==> config.mk <==
export PLATFORM = sky130hd
export DESIGN_NAME = rect_fill_engine
export DESIGN_NICKNAME = d
export VERILOG_FILES = /design/src/rfe_pkg.sv /design/src/rect_fill_engine.sv /design/src/rfe_pixel_fmt.sv
export VERILOG_INCLUDE_DIRS = /design/src /design/src/src
export SDC_FILE = /design/constraint.sdc
export NUM_CORES = 1
export LEC_CHECK = 0
export BUFFER_PORTS_ARGS = -buffer_cell sky130_fd_sc_hd__buf_4
export CORE_ASPECT_RATIO = 0.6
export CORE_MARGIN = 4
export CORE_UTILIZATION = 55
export DETAILED_ROUTE_END_ITERATION = 16
export GPL_TIMING_DRIVEN = 0
export MAX_ROUTING_LAYER = met4
export PLACE_DENSITY = 0.73
export SLEW_MARGIN = 25
export SYNTH_ARGS = -nofsm -noshare
export SYNTH_HDL_FRONTEND = slang
export SYNTH_HIERARCHICAL = 1
export SYNTH_SLANG_ARGS = --single-unit
==> constraint.sdc <==
create_clock -name i_clk -period 12.1 [get_ports i_clk]
set_clock_uncertainty 0.05 [all_clocks]
set_input_delay 0.605 -clock i_clk [delete_from_list [all_inputs] [get_ports i_clk]]
set_output_delay 0.605 -clock i_clk [all_outputs]
set_load 0.05 [all_outputs]
==> src/rect_fill_engine_defines.svh <==
// Assertion macros for the rectangle fill engine.
// Included by rect_fill_engine.sv, which carries the concurrent checks; no other dependencies.
`ifndef RECT_FILL_ENGINE_DEFINES_SVH
`define RECT_FILL_ENGINE_DEFINES_SVH

`ifndef SYNTHESIS
`define RFE_ASSERT_IMPLY(lbl, clk, rst_n, ante, cons) \
    lbl: assert property (@(posedge clk) disable iff (!(rst_n)) (ante) |-> (cons)) \
        else $error("rect_fill_engine: check failed");
`define RFE_ASSERT_NEXT(lbl, clk, rst_n, ante, cons) \
    lbl: assert property (@(posedge clk) disable iff (!(rst_n)) (ante) |=> (cons)) \
        else $error("rect_fill_engine: check failed");
`else
`define RFE_ASSERT_IMPLY(lbl, clk, rst_n, ante, cons)
`define RFE_ASSERT_NEXT(lbl, clk, rst_n, ante, cons)
`endif

`endif

==> src/rfe_pkg.sv <==
// Shared types and constants for the rectangle fill engine.
// No dependencies; used by rfe_pixel_fmt and rect_fill_engine.
`default_nettype none

package rfe_pkg;

    localparam int RFE_MAX_DIM = 4096;

    // Field widths fixed by the register map
    localparam int ADDR_W  = 32;
    localparam int PITCH_W = 16;
    localparam int POS_W   = 12;
    localparam int SIZE_W  = 13;
    localparam int MODE_W  = 3;
    localparam int DATA_W  = 32;
    localparam int BYTES_W = 3;
    localparam int PADDR_W = 5;

    // Color conversion masks
    localparam logic [15:0] MASK_R565 = 16'hF800;
    localparam logic [15:0] MASK_G565 = 16'h07E0;
    localparam logic [15:0] MASK_B565 = 16'h001F;

    typedef enum logic [2:0] {
        REG_SURFACE_BASE = 3'd0,
        REG_LINE_PITCH   = 3'd1,
        REG_RECT_LEFT    = 3'd2,
        REG_RECT_TOP     = 3'd3,
        REG_RECT_WIDTH   = 3'd4,
        REG_RECT_HEIGHT  = 3'd5,
        REG_FILL_MODE    = 3'd6,
        REG_COLOR_VALUE  = 3'd7
    } t_reg_idx;

    typedef enum logic [2:0] {
        MODE_8BPP          = 3'd0,
        MODE_16BPP         = 3'd1,
        MODE_24BPP         = 3'd2,
        MODE_32BPP         = 3'd3,
        MODE_16BPP_FROM888 = 3'd4,
        MODE_24BPP_FROM565 = 3'd5,
        MODE_32BPP_FROM565 = 3'd6
    } t_fill_mode;

    // Pixel format derived from the mode and color
    typedef struct packed {
        logic [BYTES_W-1:0] bytes;
        logic [DATA_W-1:0]  data;
    } t_pix_fmt;

endpackage

`default_nettype wire

==> src/rect_fill_engine.sv <==
// rect_fill_engine: solid rectangle fill, one pixel write word per accepted tick.
// The result word of an accepted tick is registered on the edge that accepts it.
// Throughput: one word per cycle while the output is not stalled; the walk state and result register update together.
// Longest path is the start address: one 12x16 multiply plus a three-input 32-bit add.
// Reset (synchronous, active low) clears config registers, walk state and output valid.
// Depends on rfe_pkg, rfe_pixel_fmt and rect_fill_engine_defines.svh.
`default_nettype none

`include "rect_fill_engine_defines.svh"

module rect_fill_engine #(
    parameter int MAX_DIM = rfe_pkg::RFE_MAX_DIM
) (
    input  wire logic                          i_clk,
    input  wire logic                          i_rst_n,

    // Config port (APB style)
    input  wire logic                          psel,
    input  wire logic                          penable,
    input  wire logic                          pwrite,
    input  wire logic [rfe_pkg::PADDR_W-1:0]   paddr,
    input  wire logic [31:0]                   pwdata,
    output logic      [31:0]                   prdata,
    output logic                               pready,

    // Tick input channel
    input  wire logic                          i_in_valid,
    output logic                               o_in_stall,
    input  wire logic                          i_start_req,

    // Pixel write output channel
    output logic                               o_out_valid,
    input  wire logic                          i_out_stall,
    output logic                               o_write_valid,
    output logic      [rfe_pkg::ADDR_W-1:0]    o_write_address,
    output logic      [rfe_pkg::DATA_W-1:0]    o_write_data,
    output logic      [rfe_pkg::BYTES_W-1:0]   o_byte_count,
    output logic                               o_last
);

    // Counters only need to hold the saturated dimension
    localparam int DIM_FULL_W = $clog2(MAX_DIM + 1);
    localparam int DIM_W      = (DIM_FULL_W < rfe_pkg::SIZE_W) ? DIM_FULL_W : rfe_pkg::SIZE_W;

    // ------------------------------------------------------------------
    // Config registers
    // ------------------------------------------------------------------
    logic [rfe_pkg::ADDR_W-1:0]  r_surface_base;
    logic [rfe_pkg::PITCH_W-1:0] r_line_pitch;
    logic [rfe_pkg::POS_W-1:0]   r_rect_left;
    logic [rfe_pkg::POS_W-1:0]   r_rect_top;
    logic [rfe_pkg::SIZE_W-1:0]  r_rect_width;
    logic [rfe_pkg::SIZE_W-1:0]  r_rect_height;
    logic [rfe_pkg::MODE_W-1:0]  r_fill_mode;
    logic [rfe_pkg::DATA_W-1:0]  r_color_value;

    logic              cfg_wr;
    rfe_pkg::t_reg_idx cfg_idx;

    assign pready  = 1'b1;
    assign cfg_wr  = psel & penable & pwrite & pready;
    assign cfg_idx = rfe_pkg::t_reg_idx'(paddr[4:2]);

    always_ff @(posedge i_clk) begin
        if (!i_rst_n) begin
            r_surface_base <= '0;
            r_line_pitch   <= '0;
            r_rect_left    <= '0;
            r_rect_top     <= '0;
            r_rect_width   <= '0;
            r_rect_height  <= '0;
            r_fill_mode    <= '0;
            r_color_value  <= '0;
        end else if (cfg_wr) begin
            case (cfg_idx)
                rfe_pkg::REG_SURFACE_BASE: r_surface_base <= pwdata;
                rfe_pkg::REG_LINE_PITCH:   r_line_pitch   <= pwdata[15:0];
                rfe_pkg::REG_RECT_LEFT:    r_rect_left    <= pwdata[11:0];
                rfe_pkg::REG_RECT_TOP:     r_rect_top     <= pwdata[11:0];
                rfe_pkg::REG_RECT_WIDTH:   r_rect_width   <= pwdata[12:0];
                rfe_pkg::REG_RECT_HEIGHT:  r_rect_height  <= pwdata[12:0];
                rfe_pkg::REG_FILL_MODE:    r_fill_mode    <= pwdata[2:0];
                rfe_pkg::REG_COLOR_VALUE:  r_color_value  <= pwdata;
                default: ;
            endcase
        end
    end

    always_comb begin
        case (cfg_idx)
            rfe_pkg::REG_SURFACE_BASE: prdata = r_surface_base;
            rfe_pkg::REG_LINE_PITCH:   prdata = {16'd0, r_line_pitch};
            rfe_pkg::REG_RECT_LEFT:    prdata = {20'd0, r_rect_left};
            rfe_pkg::REG_RECT_TOP:     prdata = {20'd0, r_rect_top};
            rfe_pkg::REG_RECT_WIDTH:   prdata = {19'd0, r_rect_width};
            rfe_pkg::REG_RECT_HEIGHT:  prdata = {19'd0, r_rect_height};
            rfe_pkg::REG_FILL_MODE:    prdata = {29'd0, r_fill_mode};
            rfe_pkg::REG_COLOR_VALUE:  prdata = r_color_value;
            default:                   prdata = '0;
        endcase
    end

    // ------------------------------------------------------------------
    // Pixel format: size in bytes and converted color, read live
    // ------------------------------------------------------------------
    rfe_pkg::t_pix_fmt pix_fmt;

    rfe_pixel_fmt u_pixel_fmt (
        .i_mode  (r_fill_mode),
        .i_color (r_color_value),
        .o_fmt   (pix_fmt)
    );

    // ------------------------------------------------------------------
    // Walk state
    // ------------------------------------------------------------------
    logic                       r_busy;
    logic [DIM_W-1:0]           r_row_left;
    logic [DIM_W-1:0]           r_col_left;
    logic [rfe_pkg::ADDR_W-1:0] r_line_address;
    logic [rfe_pkg::ADDR_W-1:0] r_pixel_address;

    logic                       n_busy;
    logic [DIM_W-1:0]           n_row_left;
    logic [DIM_W-1:0]           n_col_left;
    logic [rfe_pkg::ADDR_W-1:0] n_line_address;
    logic [rfe_pkg::ADDR_W-1:0] n_pixel_address;

    // Output register
    logic                        r_out_valid;
    logic                        r_write_valid;
    logic [rfe_pkg::ADDR_W-1:0]  r_write_address;
    logic [rfe_pkg::DATA_W-1:0]  r_write_data;
    logic [rfe_pkg::BYTES_W-1:0] r_byte_count;
    logic                        r_last;

    logic                        n_write_valid;
    logic [rfe_pkg::ADDR_W-1:0]  n_write_address;
    logic [rfe_pkg::DATA_W-1:0]  n_write_data;
    logic [rfe_pkg::BYTES_W-1:0] n_byte_count;
    logic                        n_last;

    logic in_acc;
    logic out_acc;

    // Single result register: a new tick is taken whenever the held word leaves
    assign o_in_stall = r_out_valid & i_out_stall;
    assign in_acc     = i_in_valid & ~o_in_stall;
    assign out_acc    = r_out_valid & ~i_out_stall;

    // Saturated dimensions (values above MAX_DIM clamp)
    logic [DIM_W-1:0] w_sat;
    logic [DIM_W-1:0] h_sat;

    assign w_sat = ({19'd0, r_rect_width} > 32'(MAX_DIM)) ? DIM_W'(MAX_DIM)
                                                           : r_rect_width[DIM_W-1:0];
    assign h_sat = ({19'd0, r_rect_height} > 32'(MAX_DIM)) ? DIM_W'(MAX_DIM)
                                                            : r_rect_height[DIM_W-1:0];

    // Start address: base + top*pitch + left*bytes, wraps at 32 bits
    logic [27:0]                top_ofs;
    logic [14:0]                left_ofs;
    logic [rfe_pkg::ADDR_W-1:0] start_addr;

    assign top_ofs    = 28'(r_rect_top) * 28'(r_line_pitch);
    assign left_ofs   = 15'(r_rect_left) * 15'(pix_fmt.bytes);
    assign start_addr = r_surface_base + 32'(top_ofs) + 32'(left_ofs);

    // State as seen by this tick, after a possible start load
    logic                       cur_busy;
    logic [DIM_W-1:0]           cur_row;
    logic [DIM_W-1:0]           cur_col;
    logic [rfe_pkg::ADDR_W-1:0] cur_line;
    logic [rfe_pkg::ADDR_W-1:0] cur_pix;
    logic                       end_line;
    logic                       is_last;

    always_comb begin
        if (i_start_req) begin
            cur_busy = (w_sat != '0) && (h_sat != '0);
            cur_row  = h_sat;
            cur_col  = w_sat;
            cur_line = start_addr;
            cur_pix  = start_addr;
        end else begin
            cur_busy = r_busy;
            cur_row  = r_row_left;
            cur_col  = r_col_left;
            cur_line = r_line_address;
            cur_pix  = r_pixel_address;
        end

        end_line = (cur_col <= DIM_W'(1));
        // Live width of zero at a line end also finishes the fill
        is_last  = end_line && ((cur_row <= DIM_W'(1)) || (w_sat == '0));

        n_busy          = cur_busy;
        n_row_left      = cur_row;
        n_col_left      = cur_col;
        n_line_address  = cur_line;
        n_pixel_address = cur_pix;

        n_write_valid   = 1'b0;
        n_write_address = '0;
        n_write_data    = '0;
        n_byte_count    = '0;
        n_last          = 1'b0;

        if (cur_busy) begin
            n_write_valid   = 1'b1;
            n_write_address = cur_pix;
            n_write_data    = pix_fmt.data;
            n_byte_count    = pix_fmt.bytes;
            n_last          = is_last;

            if (is_last) begin
                n_busy     = 1'b0;
                n_row_left = '0;
                n_col_left = '0;
            end else if (end_line) begin
                // next line: step line start by pitch, reload column count
                n_row_left      = cur_row - DIM_W'(1);
                n_line_address  = cur_line + 32'(r_line_pitch);
                n_pixel_address = cur_line + 32'(r_line_pitch);
                n_col_left      = w_sat;
            end else begin
                n_col_left      = cur_col - DIM_W'(1);
                n_pixel_address = cur_pix + 32'(pix_fmt.bytes);
            end
        end
    end

    always_ff @(posedge i_clk) begin
        if (!i_rst_n) begin
            r_busy          <= 1'b0;
            r_row_left      <= '0;
            r_col_left      <= '0;
            r_line_address  <= '0;
            r_pixel_address <= '0;
        end else if (in_acc) begin
            r_busy          <= n_busy;
            r_row_left      <= n_row_left;
            r_col_left      <= n_col_left;
            r_line_address  <= n_line_address;
            r_pixel_address <= n_pixel_address;
        end
    end

    always_ff @(posedge i_clk) begin
        if (!i_rst_n) begin
            r_out_valid <= 1'b0;
        end else if (in_acc) begin
            r_out_valid <= 1'b1;
        end else if (out_acc) begin
            r_out_valid <= 1'b0;
        end
    end

    // Payload: loaded on accept, held while stalled
    always_ff @(posedge i_clk) begin
        if (in_acc) begin
            r_write_valid   <= n_write_valid;
            r_write_address <= n_write_address;
            r_write_data    <= n_write_data;
            r_byte_count    <= n_byte_count;
            r_last          <= n_last;
        end
    end

    assign o_out_valid     = r_out_valid;
    assign o_write_valid   = r_write_valid;
    assign o_write_address = r_write_address;
    assign o_write_data    = r_write_data;
    assign o_byte_count    = r_byte_count;
    assign o_last          = r_last;

    // ------------------------------------------------------------------
    // Checks
    // ------------------------------------------------------------------
    // every accepted tick yields a result word on the next cycle
    `RFE_ASSERT_NEXT(a_acc_gives_word, i_clk, i_rst_n, in_acc, r_out_valid)
    // the last write of a fill leaves the engine idle
    `RFE_ASSERT_NEXT(a_last_ends_fill, i_clk, i_rst_n, in_acc && n_last, !r_busy)
    // a running fill always has pixels left to issue
    `RFE_ASSERT_IMPLY(a_busy_counts, i_clk, i_rst_n, r_busy, (r_col_left != '0) && (r_row_left != '0))
    // a flagged last word is always a real write
    `RFE_ASSERT_IMPLY(a_last_is_write, i_clk, i_rst_n, r_out_valid && r_last, r_write_valid)

endmodule

`default_nettype wire

==> src/rfe_pixel_fmt.sv <==
// Pixel size and color conversion for the fill engine.
// Depends on rfe_pkg.
`default_nettype none

module rfe_pixel_fmt (
    input  wire logic [rfe_pkg::MODE_W-1:0] i_mode,
    input  wire logic [rfe_pkg::DATA_W-1:0] i_color,
    output rfe_pkg::t_pix_fmt               o_fmt
);

    logic [15:0] c565;
    logic [31:0] c888;

    // 888 -> 565: R[23:19], G[15:10], B[7:3]
    assign c565 = ((i_color[23:8] & rfe_pkg::MASK_R565)) |
                  ((i_color[20:5] & rfe_pkg::MASK_G565)) |
                  ((i_color[18:3] & rfe_pkg::MASK_B565));

    // 565 -> 888, low bits zero
    assign c888 = {8'd0, i_color[15:11], 3'd0, i_color[10:5], 2'd0, i_color[4:0], 3'd0};

    always_comb begin
        case (rfe_pkg::t_fill_mode'(i_mode))
            rfe_pkg::MODE_8BPP: begin
                o_fmt.bytes = 3'd1;
                o_fmt.data  = {24'd0, i_color[7:0]};
            end
            rfe_pkg::MODE_16BPP: begin
                o_fmt.bytes = 3'd2;
                o_fmt.data  = {16'd0, i_color[15:0]};
            end
            rfe_pkg::MODE_24BPP: begin
                o_fmt.bytes = 3'd3;
                o_fmt.data  = {8'd0, i_color[23:0]};
            end
            rfe_pkg::MODE_16BPP_FROM888: begin
                o_fmt.bytes = 3'd2;
                o_fmt.data  = {16'd0, c565};
            end
            rfe_pkg::MODE_24BPP_FROM565: begin
                o_fmt.bytes = 3'd3;
                o_fmt.data  = c888;
            end
            rfe_pkg::MODE_32BPP_FROM565: begin
                o_fmt.bytes = 3'd4;
                o_fmt.data  = c888;
            end
            default: begin
                // 32bpp native, also the unused mode code
                o_fmt.bytes = 3'd4;
                o_fmt.data  = i_color;
            end
        endcase
    end

endmodule

`default_nettype wire

* Word-level counts from Yosys, hierarchy flattened
Index checks and enable logic that the tools add are counted.
** Operators by class
- Reductions and logical operators :: 17
- Equality and inequality tests :: 12
- $mul :: 2
- $add $sub $neg :: 6
- Bitwise operators :: 9
- Mux-type cells :: 26
- $lt $le $gt $ge :: 4
** Operators with widths (count)
- two-way mux 32 bit :: 8
- one-hot mux 32 bit (8 select lines) :: 1
- one-hot mux 35 bit (6 select lines) :: 1
- two-way mux 13 bit :: 10
- adder 32 x 15 -> 32 bit :: 1
- adder 32 x 16 -> 32 bit :: 1
- adder 32 x 28 -> 32 bit :: 1
- adder 32 x 3 -> 32 bit :: 1
- multiplier 12 x 16 -> 28 bit :: 1
- greater-than comparator 13 bit, second input constant :: 2
- less-or-equal comparator 13 x 1 -> 1 bit, second input constant :: 2
- nonzero test 13 bit :: 2
- subtractor 13 x 1 -> 13 bit, second input constant :: 2
- == test 3 bit, second input constant :: 7
- OR 16 x 11 -> 16 bit :: 1
- OR 16 x 5 -> 16 bit :: 1
- AND reduction 2 bit :: 8
- multiplier 12 x 3 -> 15 bit :: 1
- logical NOT 13 bit :: 1
- == test 3 x 2 -> 1 bit, second input constant :: 3
- == test 3 x 1 -> 1 bit, second input constant :: 2
- logical NOT 3 bit :: 2
- two-way mux 1 bit :: 6
- AND 1 bit :: 5
- 4 further kinds :: 6
** Word-level totals
- Logic and storage cells :: 95
- Register bits :: 294

* Depth between registers and ports, before layout
- Word-level depth :: 10
- Depth in mapped cells :: 39
- Gate-level depth less buffers :: 35

* By module
The synthesis kept the hierarchy.
** Modules (own cells, without submodules)
- rect_fill_engine :: times used 1, area each 25543.2 um^2, cells each 3103
- rfe_pixel_fmt :: times used 1, area each 774.5 um^2, cells each 118

* Worst setup path before layout
OpenSTA, ideal clock, no wires.
- Kind :: flip-flop to flip-flop
- Start point :: register r_fill_mode[2] (netlist name)
- End point :: register r_pixel_address[31] (netlist name)
- Required time :: 11.929 ns
- Cell stages (with the launch flop) :: 38
- Arrival :: 8.238 ns
- Period minus slack after synthesis :: 8.409 ns
- Path buffers :: 5
- Path slack :: 3.691 ns
- Path through :: dfxtp_1 -> buf_4 -> buf_6 -> buf_6 -> nor3_1 -> nor2_1 -> clkbuf_1 -> nand2_1 -> fa_1 -> fa_1 -> inv_1 -> fa_1 -> inv_1 -> fa_1 -> inv_1 -> fa_1 -> inv_1 -> fa_1 -> [2 not listed] -> buf_6 -> o211a_1 -> o31a_4 -> o21ai_2 -> a211oi_1 -> or2_2 -> a21o_1 -> ha_1 -> nand2_1 -> o21ai_0 -> nor2_1 -> a211o_1 -> a21o_1 -> or3_4 -> nor4_2 -> xor2_1 -> o32a_1 -> o21ai_1
** RTL lines
- from (decl) :: RTL line rect_fill_engine.sv:54 : logic [rfe_pkg::MODE_W-1:0] r_fill_mode;
- from (signal assigned) :: RTL line rect_fill_engine.sv:82 : rfe_pkg::REG_FILL_MODE: r_fill_mode <= pwdata[2:0];
- to (signal assigned) :: RTL line rect_fill_engine.sv:245 : r_pixel_address <= n_pixel_address;
- to (decl) :: RTL line rect_fill_engine.sv:121 : logic [rfe_pkg::ADDR_W-1:0] r_pixel_address;

==> key figures <==
Finish
  • Final-layout fill cell count: 4040
  • Share of cells above drive strength 1: 9.69%
  • Area occupied by multi-input gates: 17700 sq um
  • Area delta synth->final: 11.6%
  • Final nets: 3770
  • Commonest non-fill, non-tap cells in the layout: 478 x nand2_1, 320 x inv_1, 247 x a21oi_1, 244 x nor2_1, 225 x dfxtp_1
  • Commonest non-fill, non-tap cell in the layout: nand2_1
  • Sequential Area: 6580 sq um

Clock tree
  • CTS resizes: 0
  • CTS Buf Count: 35
  • Sinks on Clock Net: 294
  • CTS tree: built
  • Post-CTS setup buffers: 0
  • Root Buffer: clkbuf_16
  • CTS Buffer Depth: 3
  • Clk_lat worst skew: 0.56 ns
  • Post-CTS Hold Buffers: 0
  • H-tree depth reported by CTS: 2
  • Clock Pin Slew Worst Setup and Hold Paths: 0.07 ns

Die
  • Initial Util: 56.3%
  • Site Rows: 61
  • Die W: 290 um
  • IO Count: 149
  • Chip Height: 177 um
  • Die ar.: 51500 sq um
  • Core ar.: 46800 sq um

Routing
  • DR iter-0 viols: 4464
  • WL/cell: 27.7 um
  • Final WL: 112000 um
  • Via-per-instance ratio: 6.61
  • Via count: 26800
  • First-pass DRT Iterations: 6
  • Post-route DRC: 0
  • Final ANT Viol Nets: 0

Power and ir drop
  • Clk pwr share: 44.2%
  • Power Internal: 1.74 mW
  • Cell Pwr Density: 85.4 nW/um^2
  • VDD IR max: 98.8 uV
  • Leakage: 12.4 nW
  • Tot Pwr: 2.51 mW
  • Logic gate share of total power: 14.2%
  • NetSw: 0.770 mW
  • Sw Share: 30.7%
  • Sequential Power Share: 41.6%

Placed design
  • Pre-CTS setup slack: 1.40 ns
  • IO Port Bufs: 141
  • Placer Congestion: 1.06
  • Hpwl dp: 89400 um

Synth
  • Share of flip-flops with an asynchronous set or reset: 0%
  • #FFs+latches synth: 294
  • Main synth FF type: dfxtp_1
  • Mapped Area: 26300 sq um
  • Synth Area per Inst: 8.17 sq um
  • Sequential fraction of the synthesis area: 25.0%
  • YS warnings: 6
  • Synth cell types: 103
  • Post-synth EDFFs: 69
  • Synth Instances: 3221
  • Syn_nets: 3590

STA
  • Final hold vios: 0
  • Slew headroom: 11.8%
  • Setup Total Neg Slack: 0 ns
  • Fmax: 88.5 MHz
  • Final setup violation count: 0
  • Final slew viol count: 0
  • Worst setup margin: 0.806 ns
  • Period utilisation layout: 93.3%
  • Worst-margin pin slew: 1.32 ns
  • Unrepaired setup endpoints after global routing: no
  • Final min period: 11.29 ns

Setup path
  • R2R setup slack: 0.81 ns
  • Critical-path maximum fanout: 10
  • Req. time, crit path: 12.45 ns
  • Crit path kind: reg2reg
  • CP top delay family: adder cells
  • Critical path arrival: 11.65 ns
  • Buf/Inv on CP: 9
  • Crit end category: flip-flop
  • Most used cell, CP: fa_1
  • Worst setup SP type: flip-flop
  • CP max stage delay: 0.75 ns
  • CP max-delay cell: nor2_1

Run status
  • Outcome: finished clean

Hold path
  • Hold Crit Class: in2reg

Global routing
  • Antenna violations before repair: 3
  • Largest net degree at the start of global routing: 35
  • All-layer global routing usage: 43.8%
  • First-pass GRT wire length: 164000 um
  • Vias in the first global route: 25900
  • Grt ovf: 0

Job
  • MaxCap Viol Count: 0
## state kept, by name, indices dropped and copies added (netlist names)
name and count:
r_pixel_address 32, r_fill_mode 3, r_rect_left 12, o_byte_count 3, r_rect_width 13, o_write_address 32, r_row_left 13, r_surface_base 32
r_rect_height 13, r_busy 1, r_color_value 32, r_line_pitch 16, r_line_address 32, o_write_data 32, o_write_valid 1, o_last 1
r_col_left 13, r_rect_top 12, o_out_valid 1
## synthesized netlist by cell type (14+ instances only)
cell type | instances | share of area (%)
nand2_1 | 478 | 6.8
fa_1 | 203 | 15
a31oi_1 | 23 | 0.55
xor2_1 | 21 | 0.70
a21oi_1 | 247 | 4.7
and2_1 | 154 | 3.7
o21a_1 | 20 | 0.57
nor4_1 | 18 | 0.43
or3_1 | 23 | 0.55
a221oi_1 | 16 | 0.53
nor3_1 | 71 | 1.4
xnor2_1 | 33 | 1.1
nand4_1 | 20 | 0.48
buf_2 | 32 | 0.61
o21ai_0 | 111 | 2.1
buf_1 | 17 | 0.24
a211oi_1 | 38 | 1.1
nand2b_1 | 23 | 0.55
a21o_1 | 26 | 0.74
o22ai_1 | 14 | 0.33
o221ai_1 | 14 | 0.47
a22oi_1 | 28 | 0.80
mux2_2 | 23 | 0.98
ha_1 | 121 | 5.8
o211ai_1 | 17 | 0.48
and3_1 | 24 | 0.57
nand3_1 | 44 | 0.84
edfxtp_1 | 69 | 7.9
nor2_1 | 245 | 3.5
a22o_1 | 24 | 0.80
clkbuf_1 | 145 | 2.1
dfxtp_1 | 225 | 17
mux2i_1 | 90 | 3.4
nor2b_1 | 35 | 0.83
inv_1 | 320 | 4.6
## per-layer routing
metal	vias to the layer above	global-route usage (%)	share of wire (%)
met5	-	-	0
met1	12900	60.0	40
met4	0	12.8	3.6
met3	346	19.2	18
met2	2231	58.1	38
li1	11300	-	-
## cells by family after synthesis
| kind of cell | synth area share (%) |
|---|---|
| buffers and inverters | 7.97 |
| and+or+nand+nor | 21.4 |
| DFF | 25.0 |
| AOI/OAI and AO/OA | 18.1 |
| muxes | 4.49 |
| xor gates and xnor gates | 1.80 |
| adders and majority gates | 21.2 |
| other | 0.0142 |
## per-stage QoR
| step | hold WS, ns | std cells | instance area (sq um) | util (%) |
|---|---|---|---|---|
| after floorplan | 0.377 | 3221 | 26300 | - |
| after global placement | 0.385 | 3992 | 28200 | 60.2 |
| after detailed placement | 0.394 | 3994 | 28200 | 60.3 |
| after CTS | 0.225 | 4057 | 29400 | 62.8 |
| after global routing | 0.241 | 4059 | 29400 | 62.8 |
| final | 0.229 | 4060 | 29400 | 62.8 |
## power by group through the flow
stage	Combinational, mW	Sequential [mW]	Clock [mW]
after global placement	0.330	1.07	0
after floorplan	0.160	1.10	0
after CTS	0.337	1.04	1.09
final	0.357	1.04	1.11
after detailed placement	0.336	1.06	0
after global routing	0.365	1.05	1.14
## cell type report
class,instances,area share (%)
multi-input cells,2398,60.1
flip-flops and latches,294,22.4
inverters,322,4.11
repair buffers,143,3.74
clock buffers,49,3.51
plain buffers,207,3.05
well taps,630,2.68
clock inverters,14,0.375
diodes,3,0.0256
## final timing paths
check | from | to | cells past startpoint
hold reg to reg | r_line_address[28] | r_line_address[28] | 2
setup reg to reg | r_fill_mode[0] | r_line_address[31] | 36
setup / recovery | r_fill_mode[0] | r_line_address[31] | 36
hold / removal | i_in_valid | o_out_valid | 2
Note: power is estimated with default switching activity, not from simulation.
